## config.mk

```make
export PLATFORM = sky130hd
export DESIGN_NAME = bloom_gradient_vector_engine_core_flat
export DESIGN_NICKNAME = d
export VERILOG_FILES = /design/src/hdl/bgv_pkg.sv /design/src/hdl/bgv_if.sv /design/src/hdl/bgv_counter_ram.sv /design/src/hdl/bgv_hash_unit.sv /design/src/hdl/bloom_gradient_vector_engine_core.sv /design/src/flat_wrapper.sv
export SDC_FILE = /design/constraint.sdc
export NUM_CORES = 2
export LEC_CHECK = 0
export BUFFER_PORTS_ARGS = -buffer_cell sky130_fd_sc_hd__clkbuf_2
export CAP_MARGIN = 15
export CORE_MARGIN = 1
export CORE_UTILIZATION = 60
export DETAILED_ROUTE_END_ITERATION = 16
export HOLD_SLACK_MARGIN = 0.02
export PLACE_DENSITY = 0.85
export SKIP_LAST_GASP = 1
export SLEW_MARGIN = 20
export SYNTH_ARGS = -nofsm -noshare
export SYNTH_HDL_FRONTEND = slang
export SYNTH_SLANG_ARGS = --single-unit
```

## constraint.sdc

```tcl
create_clock -name clk -period 31.6 [get_ports clk]
set_clock_uncertainty 0.1 [all_clocks]
set_input_delay 3.16 -clock clk [delete_from_list [all_inputs] [get_ports clk]]
set_output_delay 3.16 -clock clk [all_outputs]
set_load 0.03 [all_outputs]
```

## src/hdl/bgv_pkg.sv

```systemverilog
// Shared types and constants for the counting Bloom vector engine.
// No dependencies; all other files of the block but tb/tb_if.sv refer to it by scoped name.
`default_nettype none
package bgv_pkg;

    localparam int unsigned VectorSize = 256;
    localparam int unsigned IndexWidth = $clog2(VectorSize);
    localparam int unsigned CountWidth = 8;
    localparam int unsigned SumWidth   = 16;
    localparam int unsigned SeedWidth  = 32;
    localparam int unsigned LcgWidth   = 64;
    localparam int unsigned HashWidth  = 5;
    localparam int unsigned CfgIdxWidth = 1;
    localparam int unsigned CfgDataWidth = 8;

    localparam logic [63:0] LCG_MUL = 64'd6364136223846793005;
    localparam logic [63:0] LCG_ADD = 64'd1442695040888963407;
    localparam logic [SumWidth-1:0] SUM_MAX = '1;

    localparam logic [HashWidth-1:0]  HASH_COUNT_RESET = 5'd4;
    localparam logic [CountWidth-1:0] FILL_LEVEL_RESET = 8'd255;

    typedef enum logic [1:0] {
        OP_INIT  = 2'd0,
        OP_MERGE = 2'd1,
        OP_DEGRADE = 2'd2,
        OP_PROB  = 2'd3
    } op_t;

    typedef enum logic [CfgIdxWidth-1:0] {
        CFG_HASH_COUNT = 1'b0,
        CFG_FILL_LEVEL = 1'b1
    } cfg_idx_t;

    typedef enum logic [2:0] {
        ST_IDLE,
        ST_ACCESS,
        ST_HASH_LO,
        ST_HASH_MID,
        ST_HASH_HI
    } state_t;

    typedef enum logic [1:0] {
        PH_NONE,
        PH_LO,
        PH_MID,
        PH_HI
    } hash_phase_t;

    typedef struct packed {
        logic        load;
        hash_phase_t phase;
    } hash_ctrl_t;

endpackage
`default_nettype wire

```

## src/hdl/bgv_if.sv

```systemverilog
// Valid/ready channel interfaces for the item and result streams.
// Depends on bgv_pkg for field widths.
`default_nettype none
interface bgv_req_if;
    logic                               valid;
    logic                               ready;
    logic [1:0]                         operation;
    logic [bgv_pkg::SeedWidth-1:0]      node_id;
    logic [bgv_pkg::IndexWidth-1:0]     element_index;
    logic [bgv_pkg::CountWidth-1:0]     element_value;
    logic                               last_element;

    modport source (output valid, operation, node_id, element_index, element_value,
                    last_element, input ready);
    modport sink (input valid, operation, node_id, element_index, element_value,
                  last_element, output ready);
endinterface

interface bgv_rsp_if;
    logic                               valid;
    logic                               ready;
    logic [bgv_pkg::CountWidth-1:0]     stored_value;
    logic [bgv_pkg::SumWidth-1:0]       probability_sum;
    logic                               sum_valid;

    modport source (output valid, stored_value, probability_sum, sum_valid, input ready);
    modport sink (input valid, stored_value, probability_sum, sum_valid, output ready);
endinterface
`default_nettype wire

```

## src/hdl/bgv_counter_ram.sv

```systemverilog
// Counter vector: synchronous memory with registered read and per-entry valid bits.
// Depends on bgv_pkg. A cleared or never-written entry reads as zero.
`default_nettype none
module bgv_counter_ram (
    input  wire logic                           clk,
    input  wire logic                           rst_n,
    input  wire logic                           clear,
    input  wire logic                           rd_en,
    input  wire logic [bgv_pkg::IndexWidth-1:0] rd_addr,
    input  wire logic                           wr_en,
    input  wire logic [bgv_pkg::IndexWidth-1:0] wr_addr,
    input  wire logic [bgv_pkg::CountWidth-1:0] wr_data,
    output logic [bgv_pkg::CountWidth-1:0]      rd_data
);

    logic [bgv_pkg::CountWidth-1:0] mem [bgv_pkg::VectorSize];
    logic [bgv_pkg::VectorSize-1:0] valid_reg;
    logic [bgv_pkg::CountWidth-1:0] q_reg;
    logic                           vq_reg;

    // Write port and registered read port
    always_ff @(posedge clk)
    begin
        if (wr_en)
        begin
            mem[wr_addr] <= wr_data;
        end
        if (rd_en)
        begin
            q_reg <= mem[rd_addr];
        end
    end

    // Track written entries; clear drops the whole vector at once
    always_ff @(posedge clk or negedge rst_n)
    begin
        if (!rst_n)
        begin
            valid_reg <= '0;
            vq_reg    <= 1'b0;
        end
        else
        begin
            if (clear)
            begin
                valid_reg <= '0;
            end
            else if (wr_en)
            begin
                valid_reg[wr_addr] <= 1'b1;
            end
            if (rd_en)
            begin
                vq_reg <= valid_reg[rd_addr];
            end
        end
    end

    assign rd_data = vq_reg ? q_reg : '0;

endmodule
`default_nettype wire

```

## src/hdl/bgv_hash_unit.sv

```systemverilog
// LCG hash unit: one 32x32 multiplier shared over three phases per step.
// Depends on bgv_pkg for constants and the hash control struct.
`default_nettype none
module bgv_hash_unit (
    input  wire logic                           clk,
    input  wire logic                           rst_n,
    input  wire bgv_pkg::hash_ctrl_t            ctrl,
    input  wire logic [bgv_pkg::SeedWidth-1:0]  seed,
    output logic [bgv_pkg::IndexWidth-1:0]      hash_addr
);

    logic [bgv_pkg::LcgWidth-1:0] lcg_reg, lcg_next;
    logic [bgv_pkg::LcgWidth-1:0] part_reg, part_next;
    logic [31:0]                  mul_a, mul_b;
    logic [63:0]                  prod;
    logic [bgv_pkg::LcgWidth-1:0] step_value;

    // Pick multiplier operands by phase: low*low, low*high, high*low
    always_comb
    begin
        mul_a = lcg_reg[31:0];
        mul_b = bgv_pkg::LCG_MUL[31:0];
        case (ctrl.phase)
            bgv_pkg::PH_MID: mul_b = bgv_pkg::LCG_MUL[63:32];
            bgv_pkg::PH_HI:  mul_a = lcg_reg[63:32];
            default:         mul_b = bgv_pkg::LCG_MUL[31:0];
        endcase
    end

    assign prod = mul_a * mul_b;
    assign step_value = {part_reg[63:32] + prod[31:0], part_reg[31:0]} + bgv_pkg::LCG_ADD;
    assign hash_addr = step_value[32 +: bgv_pkg::IndexWidth];

    // Accumulate partial products, finish the step in the high phase
    always_comb
    begin
        lcg_next  = lcg_reg;
        part_next = part_reg;
        if (ctrl.load)
        begin
            lcg_next = {{(bgv_pkg::LcgWidth - bgv_pkg::SeedWidth){1'b0}}, seed};
        end
        else
        begin
            case (ctrl.phase)
                bgv_pkg::PH_LO:  part_next = prod;
                bgv_pkg::PH_MID: part_next = {part_reg[63:32] + prod[31:0], part_reg[31:0]};
                bgv_pkg::PH_HI:  lcg_next = step_value;
                default:         part_next = part_reg;
            endcase
        end
    end

    always_ff @(posedge clk or negedge rst_n)
    begin
        if (!rst_n)
        begin
            lcg_reg <= '0;
        end
        else
        begin
            lcg_reg <= lcg_next;
        end
    end

    always_ff @(posedge clk)
    begin
        part_reg <= part_next;
    end

endmodule
`default_nettype wire

```

## src/hdl/bloom_gradient_vector_engine_core.sv

```systemverilog
// Counting Bloom vector engine: top level with sequencer and result register.
// Depends on bgv_pkg, bgv_if, bgv_counter_ram and bgv_hash_unit.
// Merge, degrade and probability items do a memory read, then an update.
// Init clears the vector, then runs hash_count LCG steps of three multiplier phases each.
// Results are registered at the end of the update; the next item is taken once that register is free or draining.
// Reset clears the vector valid bits, sum and LCG state at once; registers go to 4 and 255.
`default_nettype none
module bloom_gradient_vector_engine_core (
    input  wire logic                               clk,
    input  wire logic                               rst_n,
    bgv_req_if.sink                                 request,
    bgv_rsp_if.source                               response,
    input  wire logic                               cfg_we,
    input  wire logic [bgv_pkg::CfgIdxWidth-1:0]    cfg_index,
    input  wire logic [bgv_pkg::CfgDataWidth-1:0]   cfg_data
);

    bgv_pkg::state_t                  state_reg, state_next;
    logic [bgv_pkg::HashWidth-1:0]    hash_count_reg;
    logic [bgv_pkg::CountWidth-1:0]   fill_level_reg;
    logic [bgv_pkg::HashWidth-1:0]    step_reg, step_next;
    logic [bgv_pkg::SumWidth-1:0]     sum_reg, sum_next;
    bgv_pkg::op_t                     op_reg;
    logic [bgv_pkg::IndexWidth-1:0]   idx_reg;
    logic [bgv_pkg::CountWidth-1:0]   val_reg;
    logic                             last_reg;

    logic                             out_valid_reg;
    logic [bgv_pkg::CountWidth-1:0]   out_stored_reg, out_stored_next;
    logic [bgv_pkg::SumWidth-1:0]     out_sum_reg, out_sum_next;
    logic                             out_flag_reg, out_flag_next;
    logic                             out_load;

    logic                             accept;
    logic                             is_init;
    logic                             hash_last;
    logic                             ram_wr_en;
    logic [bgv_pkg::IndexWidth-1:0]   ram_wr_addr;
    logic [bgv_pkg::CountWidth-1:0]   ram_wr_data;
    logic [bgv_pkg::CountWidth-1:0]   ram_rd_data;
    logic [bgv_pkg::IndexWidth-1:0]   hash_addr;
    bgv_pkg::hash_ctrl_t              hash_ctrl;
    logic [bgv_pkg::SumWidth:0]       sum_wide;

    // Take an item when idle and the result slot is free or draining
    assign request.ready = (state_reg == bgv_pkg::ST_IDLE)
                           && (!out_valid_reg || response.ready);
    assign accept    = request.valid && request.ready;
    assign is_init   = (bgv_pkg::op_t'(request.operation) == bgv_pkg::OP_INIT);
    assign hash_last = (step_reg == hash_count_reg - 1'b1);

    bgv_counter_ram u_ram (
        .clk     (clk),
        .rst_n   (rst_n),
        .clear   (accept && is_init),
        .rd_en   (accept),
        .rd_addr (request.element_index),
        .wr_en   (ram_wr_en),
        .wr_addr (ram_wr_addr),
        .wr_data (ram_wr_data),
        .rd_data (ram_rd_data)
    );

    bgv_hash_unit u_hash (
        .clk       (clk),
        .rst_n     (rst_n),
        .ctrl      (hash_ctrl),
        .seed      (request.node_id),
        .hash_addr (hash_addr)
    );

    // Next state
    always_comb
    begin
        state_next = state_reg;
        case (state_reg)
            bgv_pkg::ST_IDLE:
            begin
                if (accept)
                begin
                    if (!is_init)
                    begin
                        state_next = bgv_pkg::ST_ACCESS;
                    end
                    else if (hash_count_reg != '0)
                    begin
                        state_next = bgv_pkg::ST_HASH_LO;
                    end
                end
            end
            bgv_pkg::ST_ACCESS:   state_next = bgv_pkg::ST_IDLE;
            bgv_pkg::ST_HASH_LO:  state_next = bgv_pkg::ST_HASH_MID;
            bgv_pkg::ST_HASH_MID: state_next = bgv_pkg::ST_HASH_HI;
            bgv_pkg::ST_HASH_HI:
            begin
                state_next = hash_last ? bgv_pkg::ST_IDLE : bgv_pkg::ST_HASH_LO;
            end
            default:              state_next = bgv_pkg::ST_IDLE;
        endcase
    end

    // Datapath controls and result values per state
    always_comb
    begin
        hash_ctrl.load  = accept && is_init;
        hash_ctrl.phase = bgv_pkg::PH_NONE;
        ram_wr_en       = 1'b0;
        ram_wr_addr     = idx_reg;
        ram_wr_data     = ram_rd_data;
        step_next       = step_reg;
        sum_next        = sum_reg;
        out_load        = 1'b0;
        out_stored_next = '0;
        out_sum_next    = '0;
        out_flag_next   = 1'b0;
        sum_wide        = {1'b0, sum_reg} + {{(bgv_pkg::SumWidth + 1
                          - bgv_pkg::CountWidth){1'b0}}, ram_rd_data};
        case (state_reg)
            bgv_pkg::ST_IDLE:
            begin
                if (accept && is_init)
                begin
                    step_next = '0;
                    out_load  = (hash_count_reg == '0);
                end
            end
            bgv_pkg::ST_ACCESS:
            begin
                out_load = 1'b1;
                case (op_reg)
                    bgv_pkg::OP_MERGE:
                    begin
                        ram_wr_en = 1'b1;
                        if (val_reg > ram_rd_data)
                        begin
                            ram_wr_data = val_reg;
                        end
                        out_stored_next = ram_wr_data;
                    end
                    bgv_pkg::OP_DEGRADE:
                    begin
                        ram_wr_en = 1'b1;
                        if (val_reg != '0 && ram_rd_data != '0)
                        begin
                            ram_wr_data = ram_rd_data - 1'b1;
                        end
                        out_stored_next = ram_wr_data;
                    end
                    bgv_pkg::OP_PROB:
                    begin
                        out_stored_next = ram_rd_data;
                        if (val_reg != '0)
                        begin
                            sum_next = sum_wide[bgv_pkg::SumWidth]
                                       ? bgv_pkg::SUM_MAX : sum_wide[bgv_pkg::SumWidth-1:0];
                        end
                        if (last_reg)
                        begin
                            out_sum_next  = sum_next;
                            out_flag_next = 1'b1;
                            sum_next      = '0;
                        end
                    end
                    default: out_stored_next = '0;
                endcase
            end
            bgv_pkg::ST_HASH_LO:  hash_ctrl.phase = bgv_pkg::PH_LO;
            bgv_pkg::ST_HASH_MID: hash_ctrl.phase = bgv_pkg::PH_MID;
            bgv_pkg::ST_HASH_HI:
            begin
                hash_ctrl.phase = bgv_pkg::PH_HI;
                ram_wr_en       = 1'b1;
                ram_wr_addr     = hash_addr;
                ram_wr_data     = fill_level_reg;
                step_next       = step_reg + 1'b1;
                out_load        = hash_last;
            end
            default: out_load = 1'b0;
        endcase
    end

    // Control registers
    always_ff @(posedge clk or negedge rst_n)
    begin
        if (!rst_n)
        begin
            state_reg      <= bgv_pkg::ST_IDLE;
            step_reg       <= '0;
            sum_reg        <= '0;
            out_valid_reg  <= 1'b0;
            hash_count_reg <= bgv_pkg::HASH_COUNT_RESET;
            fill_level_reg <= bgv_pkg::FILL_LEVEL_RESET;
        end
        else
        begin
            state_reg <= state_next;
            step_reg  <= step_next;
            sum_reg   <= sum_next;
            if (out_load)
            begin
                out_valid_reg <= 1'b1;
            end
            else if (response.ready)
            begin
                out_valid_reg <= 1'b0;
            end
            if (cfg_we)
            begin
                case (bgv_pkg::cfg_idx_t'(cfg_index))
                    bgv_pkg::CFG_HASH_COUNT:
                        hash_count_reg <= cfg_data[bgv_pkg::HashWidth-1:0];
                    bgv_pkg::CFG_FILL_LEVEL:
                        fill_level_reg <= cfg_data;
                    default: fill_level_reg <= fill_level_reg;
                endcase
            end
        end
    end

    // Hold item fields and result payload
    always_ff @(posedge clk)
    begin
        if (accept)
        begin
            op_reg   <= bgv_pkg::op_t'(request.operation);
            idx_reg  <= request.element_index;
            val_reg  <= request.element_value;
            last_reg <= request.last_element;
        end
        if (out_load)
        begin
            out_stored_reg <= out_stored_next;
            out_sum_reg    <= out_sum_next;
            out_flag_reg   <= out_flag_next;
        end
    end

    assign response.valid           = out_valid_reg;
    assign response.stored_value    = out_stored_reg;
    assign response.probability_sum = out_sum_reg;
    assign response.sum_valid       = out_flag_reg;

    // Memory is written only while an item is at work
    a_no_idle_write: assert property (@(posedge clk) disable iff (!rst_n)
        (state_reg == bgv_pkg::ST_IDLE) |-> !ram_wr_en)
        else $error("counter write while idle");

    // A result never overwrites one that is still waiting
    a_no_overwrite: assert property (@(posedge clk) disable iff (!rst_n)
        out_load |-> (!out_valid_reg || response.ready))
        else $error("result register overwritten");

    // Init with steps to run enters the hash sequence
    a_init_hash: assert property (@(posedge clk) disable iff (!rst_n)
        (accept && is_init && hash_count_reg != '0) |=> (state_reg == bgv_pkg::ST_HASH_LO))
        else $error("init did not start hashing");

    // The running sum is zero after a finished stream
    a_sum_cleared: assert property (@(posedge clk) disable iff (!rst_n)
        (out_load && out_flag_next) |=> (sum_reg == '0))
        else $error("sum not cleared after last element");

endmodule
`default_nettype wire

```

## src/flat_wrapper.sv

```systemverilog
// flat-port wrapper written by rule: the top's interface ports become plain ports
module bloom_gradient_vector_engine_core_flat 
  (clk, rst_n, cfg_we, cfg_index, cfg_data, request_valid, request_operation, request_node_id, request_element_index, request_element_value, request_last_element, request_ready, response_valid, response_stored_value, response_probability_sum, response_sum_valid, response_ready);
  bgv_req_if request_i ();
  bgv_rsp_if response_i ();
  input  wire logic clk;
  input  wire logic rst_n;
  input  wire logic cfg_we;
  input  wire logic [bgv_pkg::CfgIdxWidth-1:0] cfg_index;
  input  wire logic [bgv_pkg::CfgDataWidth-1:0] cfg_data;
  input wire logic [$bits(request_i.valid)-1:0] request_valid;
  input wire logic [$bits(request_i.operation)-1:0] request_operation;
  input wire logic [$bits(request_i.node_id)-1:0] request_node_id;
  input wire logic [$bits(request_i.element_index)-1:0] request_element_index;
  input wire logic [$bits(request_i.element_value)-1:0] request_element_value;
  input wire logic [$bits(request_i.last_element)-1:0] request_last_element;
  output wire logic [$bits(request_i.ready)-1:0] request_ready;
  output wire logic [$bits(response_i.valid)-1:0] response_valid;
  output wire logic [$bits(response_i.stored_value)-1:0] response_stored_value;
  output wire logic [$bits(response_i.probability_sum)-1:0] response_probability_sum;
  output wire logic [$bits(response_i.sum_valid)-1:0] response_sum_valid;
  input wire logic [$bits(response_i.ready)-1:0] response_ready;
  assign request_i.valid = request_valid;
  assign request_i.operation = request_operation;
  assign request_i.node_id = request_node_id;
  assign request_i.element_index = request_element_index;
  assign request_i.element_value = request_element_value;
  assign request_i.last_element = request_last_element;
  assign request_ready = request_i.ready;
  assign response_valid = response_i.valid;
  assign response_stored_value = response_i.stored_value;
  assign response_probability_sum = response_i.probability_sum;
  assign response_sum_valid = response_i.sum_valid;
  assign response_i.ready = response_ready;
  bloom_gradient_vector_engine_core u_core (.clk(clk), .rst_n(rst_n), .request(request_i), .response(response_i), .cfg_we(cfg_we), .cfg_index(cfg_index), .cfg_data(cfg_data));
endmodule
```

* Yosys cells after proc, flatten, opt, wreduce, memory -nomap -nowiden *
Memory sizes are Yosys's and may differ from the RTL's. A register that Yosys moved wholly into a read port is not among the register bits.
Index checks and enable logic that the tools add are counted.

word-level totals
  register bits after elaboration = 467
  latch bits = 0
  bits in writable memories = 2048
  ROM bits = 0
  input port bits = 65
  output and inout bits = 27
  logic and storage cells = 113
  memories = 1

cells by class
  add/sub/neg operators = 6
  $mul = 1
  divide/modulo/power cells = 0
  magnitude comparators = 4
  equality and inequality tests = 14
  shift operators = 0
  multiplexer cells = 38
  bitwise operators = 4
  reductions and logical operators = 27

memories
  name              depth  width  rd ports  clocked after memory_dff  wr ports  RTL line               source
  u_core.u_ram.mem  256    8      1         1                         1         bgv_counter_ram.sv:16  logic [bgv_pkg::CountWidth-1:0] mem [bgv_pkg::VectorSize];

operators with widths
  operator                  number
  $mux W256                 2
  $or A256 B256 Y256        1
  $mux W64                  2
  $pmux W64 S2              1
  $add A64 B61 Y64 const B  1
  $mul A32 B31 Y63          1
  $mux W16                  3
  $add A32 B32 Y32          1
  $mux W32                  1
  $mux W8                   4
  $pmux W8 S2               2
  $mux W29                  1
  $pmux W8 S3               1
  $lt A8 B9 Y1 const B      2
  $add A16 B8 Y17           1
  $reduce_bool A8 Y1        2
  $pmux W3 S4               1
  $reduce_and A2 Y1         6
  $pmux W5 S2               1
  $reduce_bool A2 Y1        5
  $mux W1                   9
  $mux W3                   3
  $bmux W1 S8               1
  $demux W1 S8              1
  29 further kinds          41

* Longest topological paths before layout *
  depth in word-level cells = 15
  mapped depth = 49
  mapped depth without buffers = 45

* Cells and area by module *
From an unflattened synthesis, not the netlist that was laid out.

second synthesis, totals
  cells, all modules = 8182
  area, all modules = 124944.8 µm²

by module, submodules not included
  module                             instances  cells an instance  area an instance (µm²)  seq. area each (µm²)
  bgv_counter_ram                    1          4536               89288.1                 68170.4
  bgv_hash_unit                      1          3151               30804.5                 3523.4
  bloom_gradient_vector_engine_core  1          495                4852.2                  2283.4

* Worst setup path before layout *
No wires, ideal clock.

  path kind = reg-to-reg
  from = reg u_core.u_ram.vq_reg
  to = mem u_core.u_ram.mem[0][2] in the netlist's numbering, data pin
  library setup time = 2188 ps
  arrival time = 11968 ps
  data required time = 29312 ps
  slack = 17345 ps
  cell stages (with the launch flop) = 12
  buffers on the path = 1
  clock period less this slack = 14255 ps
  path through = dfrtp_1 > clkbuf_1 > nand2_1 > ha_1 > a21o_1 > a21o_1 > a21oi_1 > o21ai_0 > nand2_1 > mux2_2 > a22oi_1 > o21ai_0

between the ends
  longest elaborated chain between the ends = 6
  elaborated cells between the ends (all ways) = 9
  those cells by class = add/sub (1); order compare (1); mux (5); reduce/logical (2)

ends and longest elaborated chain
  item                                                                   RTL line                                  source
  start: declaration                                                     bgv_counter_ram.sv:19                     logic vq_reg;
  start signal: assignment                                               bgv_counter_ram.sv:54                     vq_reg <= valid_reg[rd_addr];
  $mux W8 (*)                                                            bgv_counter_ram.sv:59                     assign rd_data = vq_reg ? q_reg : '0;
  parallel branches: the longest is 4 deep, another holds $sub A8 B1 Y8  --
  $pmux W8 S2 (*)                                                        bloom_gradient_vector_engine_core.sv:118  case (state_reg)
  named net u_core.ram_wr_data (one bit)                                 bloom_gradient_vector_engine_core.sv:39   logic [bgv_pkg::CountWidth-1:0] ram_wr_data;
  end: declaration                                                       bgv_counter_ram.sv:16

Mark *: on every way through the listed nets, which the timed path passes.

* Final worst setup path *
  from = reg u_core.state_reg[2]
  to = reg u_core.u_hash.lcg_reg[58] in the netlist's numbering

between the ends
  longest elaborated chain between the ends = 9
  elaborated cells between the ends (all ways) = 18
  those cells by class = add/sub (2); mul (1); eq/ne (5); mux (5); reduce/logical (5)

ends and longest elaborated chain
  item                                          RTL line                                  source
  start: declaration                            bloom_gradient_vector_engine_core.sv:18   bgv_pkg::state_t state_reg, state_next;
  start signal: assignment                      bloom_gradient_vector_engine_core.sv:187  state_reg <= bgv_pkg::ST_IDLE;
  start signal: assignment                      bloom_gradient_vector_engine_core.sv:196  state_reg <= state_next;
  $eq A3 B3 Y1 or $eq A3 B2 Y1 (tied branches)  bloom_gradient_vector_engine_core.sv:118
  $pmux W2 S3                                   bloom_gradient_vector_engine_core.sv:118
  $eq A2 B2 Y1 (on tied branches)               bgv_hash_unit.sv:23, bgv_hash_unit.sv:45
  $mux W32 or $mux W29 (tied branches)          bgv_hash_unit.sv:23                       case (ctrl.phase)
  $mul A32 B31 Y63                              bgv_hash_unit.sv:30                       assign prod = mul_a * mul_b;
  $add A32 B32 Y32                              bgv_hash_unit.sv:31                       assign step_value = {part_reg[63:32] + prod[31:0], part_reg[31:0]} + bgv_pkg::LCG_ADD;
  $add A64 B61 Y64                              bgv_hash_unit.sv:31
  $mux W64                                      bgv_hash_unit.sv:45                       case (ctrl.phase)
  $mux W64                                      bgv_hash_unit.sv:39                       if (ctrl.load)
  end signal: assignment                        bgv_hash_unit.sv:62                       lcg_reg <= lcg_next;
  end: declaration                              bgv_hash_unit.sv:12                       logic [bgv_pkg::LcgWidth-1:0] lcg_reg, lcg_next;

Several ways; a longest one is shown, not always the timed one. The select of a mux whose other input is x is not followed.
A chain may end at the register's enable or synchronous reset.

==> results summary <==
The gate count of the mapped netlist is roughly 7.5k. The vertical die dimension came out at around 460 um. The post-CTS setup buffer count is 0. STA classifies the critical path startpoint as a flop. The path with the worst hold slack has its endpoint at u_core.u_ram.valid_reg[243]$_DFFE_PN0P_.

The worst endpoint required time came out at ~32 ns. The core region is roughly 210000 um2. Yosys mapped a number of flops with a built-in enable equal to 2164.

The distinct cell type count after synthesis is 97. Summing the areas of all compound-gate instances in the mapped netlist gives under 10% of the synthesized area. The first global-routing pass estimated 539000 um of wire. The clock sink count came out at between 2k and 3k. The count of final hold-check violations came out at 0. Measured against its own limit, the worst slew margin works out to between 10% and 20%.

At the end of routability-driven placement, the weighted congestion stood at just under 1. The count of pins on the block boundary is 92. The critical-path cell with the highest stage delay is sky130_fd_sc_hd__a2111oi_0. The minimum clock period came out at 13.64 ns. Counting instances, the worst hold path has a depth of 1. The number of max-slew violations in the final report is 0. The xor-xnor portion of the synthesized cell area is 1.08%. The relative area change from synthesis to final layout is 8.74%. For the worst setup path, the data arrival time is 14.34 ns. The first detailed-routing pass ran for 6 iterations. The deepest level of the CTS H-tree is 4. The share of layout cells above drive strength 1 came out at a little under a fifth. The detailed router finished its first iteration with 11.7k violations.

The min-delay analysis places its worst path in the category reg2reg. TritonCTS built the clock tree. The number of violations of the max-capacitance limit is 0.

For flop-to-flop paths, the worst setup slack is 17.96 ns. The measured slew at the worst slew-check pin came out at roughly 1.2 ns. In this run the deepest clock path goes through 3 buffers.

Synthesis inferred about 2.5k register bits. Setup violations remaining at the end of the flow were counted as 0. The combinational family with the most area after synthesis is multiplexers. The clock transition time at the flip-flop clock pins of the worst setup and hold paths came out at around 0.07 ns.

The number of nets in the final layout came out at a little under 9k. The routed length per instance is approximately 35 um. The total number of placement rows is around 170.

In this run the most critical hold path is launched from u_core.u_ram.valid_reg[243]$_DFFE_PN0P_. The worst setup path category is reg2reg. The part of the Yosys area used for sequential elements came out at between 50 and 60%. The Yosys warning count is 0. After Yosys synthesis, full adders, half adders and majority gates account for 13.7% of the synthesized area. Detailed placement finished with a half-perimeter wire length of approximately 230000 um. The initial cell density of the core came out at between 60% and 70%. In this run the remaining antenna-violating nets after routing total 0. The pin count of the biggest net entering global routing came out at ~240. The share of the clock period used by the worst path after layout came out at 43.2%. The quantity of I/O buffers inserted on ports is about 90. For this run the aggregate overflow at the end of global routing stands at 0. The sum of routed wire length over all layers came out at between 300000 and 400000 um.

For this run, the top clock speed supported by timing is 73.3 MHz. The clock insertion delay at the later pin of the skew report is about 0.9 ns. The mean instance size in the synthesized netlist is ~17 um2.

The origin of the critical flop-to-flop path is u_core.state_reg[2]$_DFFE_PN0P_. The floorplan step defined a die boundary enclosing 210000 um2. The total negative setup slack came out at 0 ns. The total number of vias is between 70k and 80k. The proportion of synthesized flip-flops having asynchronous set or reset is roughly 14%. The largest fanout of any net on the critical path is 60. The tree is rooted in a sky130_fd_sc_hd__clkbuf_16. Setup repair after global routing left no endpoint under its margin. The number of DRC violations after detailed routing came out at 0. The number of hold-repair buffers added at the cts stage is 0. Among all flip-flop cells after synthesis, the most frequent one is sky130_fd_sc_hd__edfxtp_1. The mux contribution to synthesized area came out at 14.3%. The worst reg2reg path depth is 39. Post-CTS repair changed the size of 0 cells. In the routed layout, each cell is associated on average with a via count of between 7 and 8. The flow ran to the end, and the final reports show no timing, DRC or antenna violations. Among the stages of the critical path, the cell type that occurs most often is sky130_fd_sc_hd__inv_1. The launching instance or port of the critical path is u_core.state_reg[2]$_DFFE_PN0P_. The simple-gate share of the synthesized area is ~3.9%. The number of global-route vias before repair is 75.9k.

The total track usage is between 30 and 40%. The number of buffers created by CTS is roughly 220. The number of antenna violations at the first check in global routing came out at 30. The biggest cell delay along the critical path is 0.83 ns.

The cell area after synthesis is 125000 um2. The register with the most flip-flops in the layout has slightly above 2k of them. The endpoint of the lowest-slack register-to-register path is u_core.u_hash.lcg_reg[58]$_DFFE_PN0P_. The width of the die is between 400 and 500 um. The number of inserted filler cells in the final layout came out at 12.8k.

The worst setup path is captured at a flop.
[per-stage QoR]
step	std cells	util (%)	hold slack [ns]	area, um2	setup slack (ns)
after floorplan	7509	-	0.359	125000	17.34
after global placement	10100	62.1	0.367	129000	19.01
after detailed placement	10100	62.1	0.375	129000	18.46
after CTS	10600	65.6	0.392	136000	18.12
after global routing	10600	65.6	0.412	136000	17.36
final	10600	65.6	0.393	136000	17.96
[layer usage]
metal  up-vias  track usage, %  wire [um]
met3      1540            8.90      46200
met1     37900            45.8     123000
met4        48            20.7      27200
li1      28500               -          -
met2      6844            56.8     176000
met5         -          0.0918        339
[synthesized netlist by cell type (all sizes together), types with 26 or more instances]
| master | n | share of area [%] |
|---|---|---|
| mux2i | 40 | 0.32 |
| a31oi | 26 | 0.13 |
| ha | 499 | 5.0 |
| xnor2 | 98 | 0.69 |
| fa | 546 | 8.7 |
| clkbuf | 245 | 0.74 |
| edfxtp | 2164 | 52 |
| inv | 643 | 1.9 |
| nand3 | 44 | 0.19 |
| nand2 | 263 | 0.80 |
| mux2 | 26 | 0.24 |
| dfrtp | 350 | 7.0 |
| xor2 | 54 | 0.38 |
| o21ai | 175 | 0.70 |
| a21oi | 195 | 0.78 |
| nor2b | 40 | 0.20 |
| a211oi | 32 | 0.20 |
| nor3 | 54 | 0.22 |
| o21a | 278 | 1.7 |
| nor2 | 496 | 1.5 |
| and2 | 54 | 0.27 |
| a21o | 60 | 0.36 |
| buf | 90 | 0.29 |
| mux4 | 765 | 14 |
[layout by cell type, fill, tap and decap left out, drive strengths merged, types with 15 or more instances in the layout]
cell type,Yosys,layout
nand2,263,263
nor2b,40,40
nor2,496,496
nand3,44,44
nand4,18,18
xor2,54,54
bufinv,0,15
o21a,278,278
xnor2,98,98
a21oi,195,195
clkbuf,245,393
o21ai,175,175
edfxtp,2164,2164
dfrtp,350,350
nand2b,16,16
ha,499,499
a31oi,26,26
a211oi,32,32
mux2i,40,40
clkinv,3,76
mux4,765,765
nor4,16,16
fa,546,546
and2,54,54
inv,643,651
buf,90,104
a21o,60,60
mux2,26,26
and3,18,18
nor3,54,54
[cells by family (layout without fill, tap and decap cells)]
group,after synthesis,after routing
AO/OA/AOI/OAI,905,905
buffers and inverters,981,1246
XOR/XNOR,153,153
other,2,18
flip-flops,2523,2523
AND/OR/NAND/NOR,1064,1064
adder cells (fa/ha/maj),1045,1045
multiplexers,831,831
[cell type report]
cell class	count	area [um2]	area share, %
flip-flops and latches	2523	74000	54.4
multi-input cells	4005	47500	34.9
clock buffers	308	6130	4.51
well taps	2788	3490	2.57
inverters	646	2420	1.78
repair buffers	189	1370	1.01
clock inverters	103	1030	0.755
diodes	11	27.5	0.0203
[worst max path at each step]
stage / endpoint
after floorplan: u_core.u_ram.mem[0][2]$_DFFE_PP_
after CTS: u_core.u_hash.lcg_reg[58]$_DFFE_PN0P_
after global routing: u_core.u_hash.lcg_reg[58]$_DFFE_PN0P_
after detailed placement: u_core.u_hash.lcg_reg[61]$_DFFE_PN0P_
after global placement: u_core.u_hash.lcg_reg[63]$_DFFE_PN0P_
final: u_core.u_hash.lcg_reg[58]$_DFFE_PN0P_
[critical path: cells and delay by family, from the launching register on]
family                     cells  cell delay (ns)
DFF                            1             0.54
buffers and inverters          6             1.26
AOI/OAI and AO/OA             12             4.06
xor gates and xnor gates       1             0.15
and+or+nand+nor               10             3.19
adders and majority gates     10             4.21
Power is left out: the tool's default activity adds up to more than one toggle a clock period on the data nets, which glitch-free logic cannot reach.
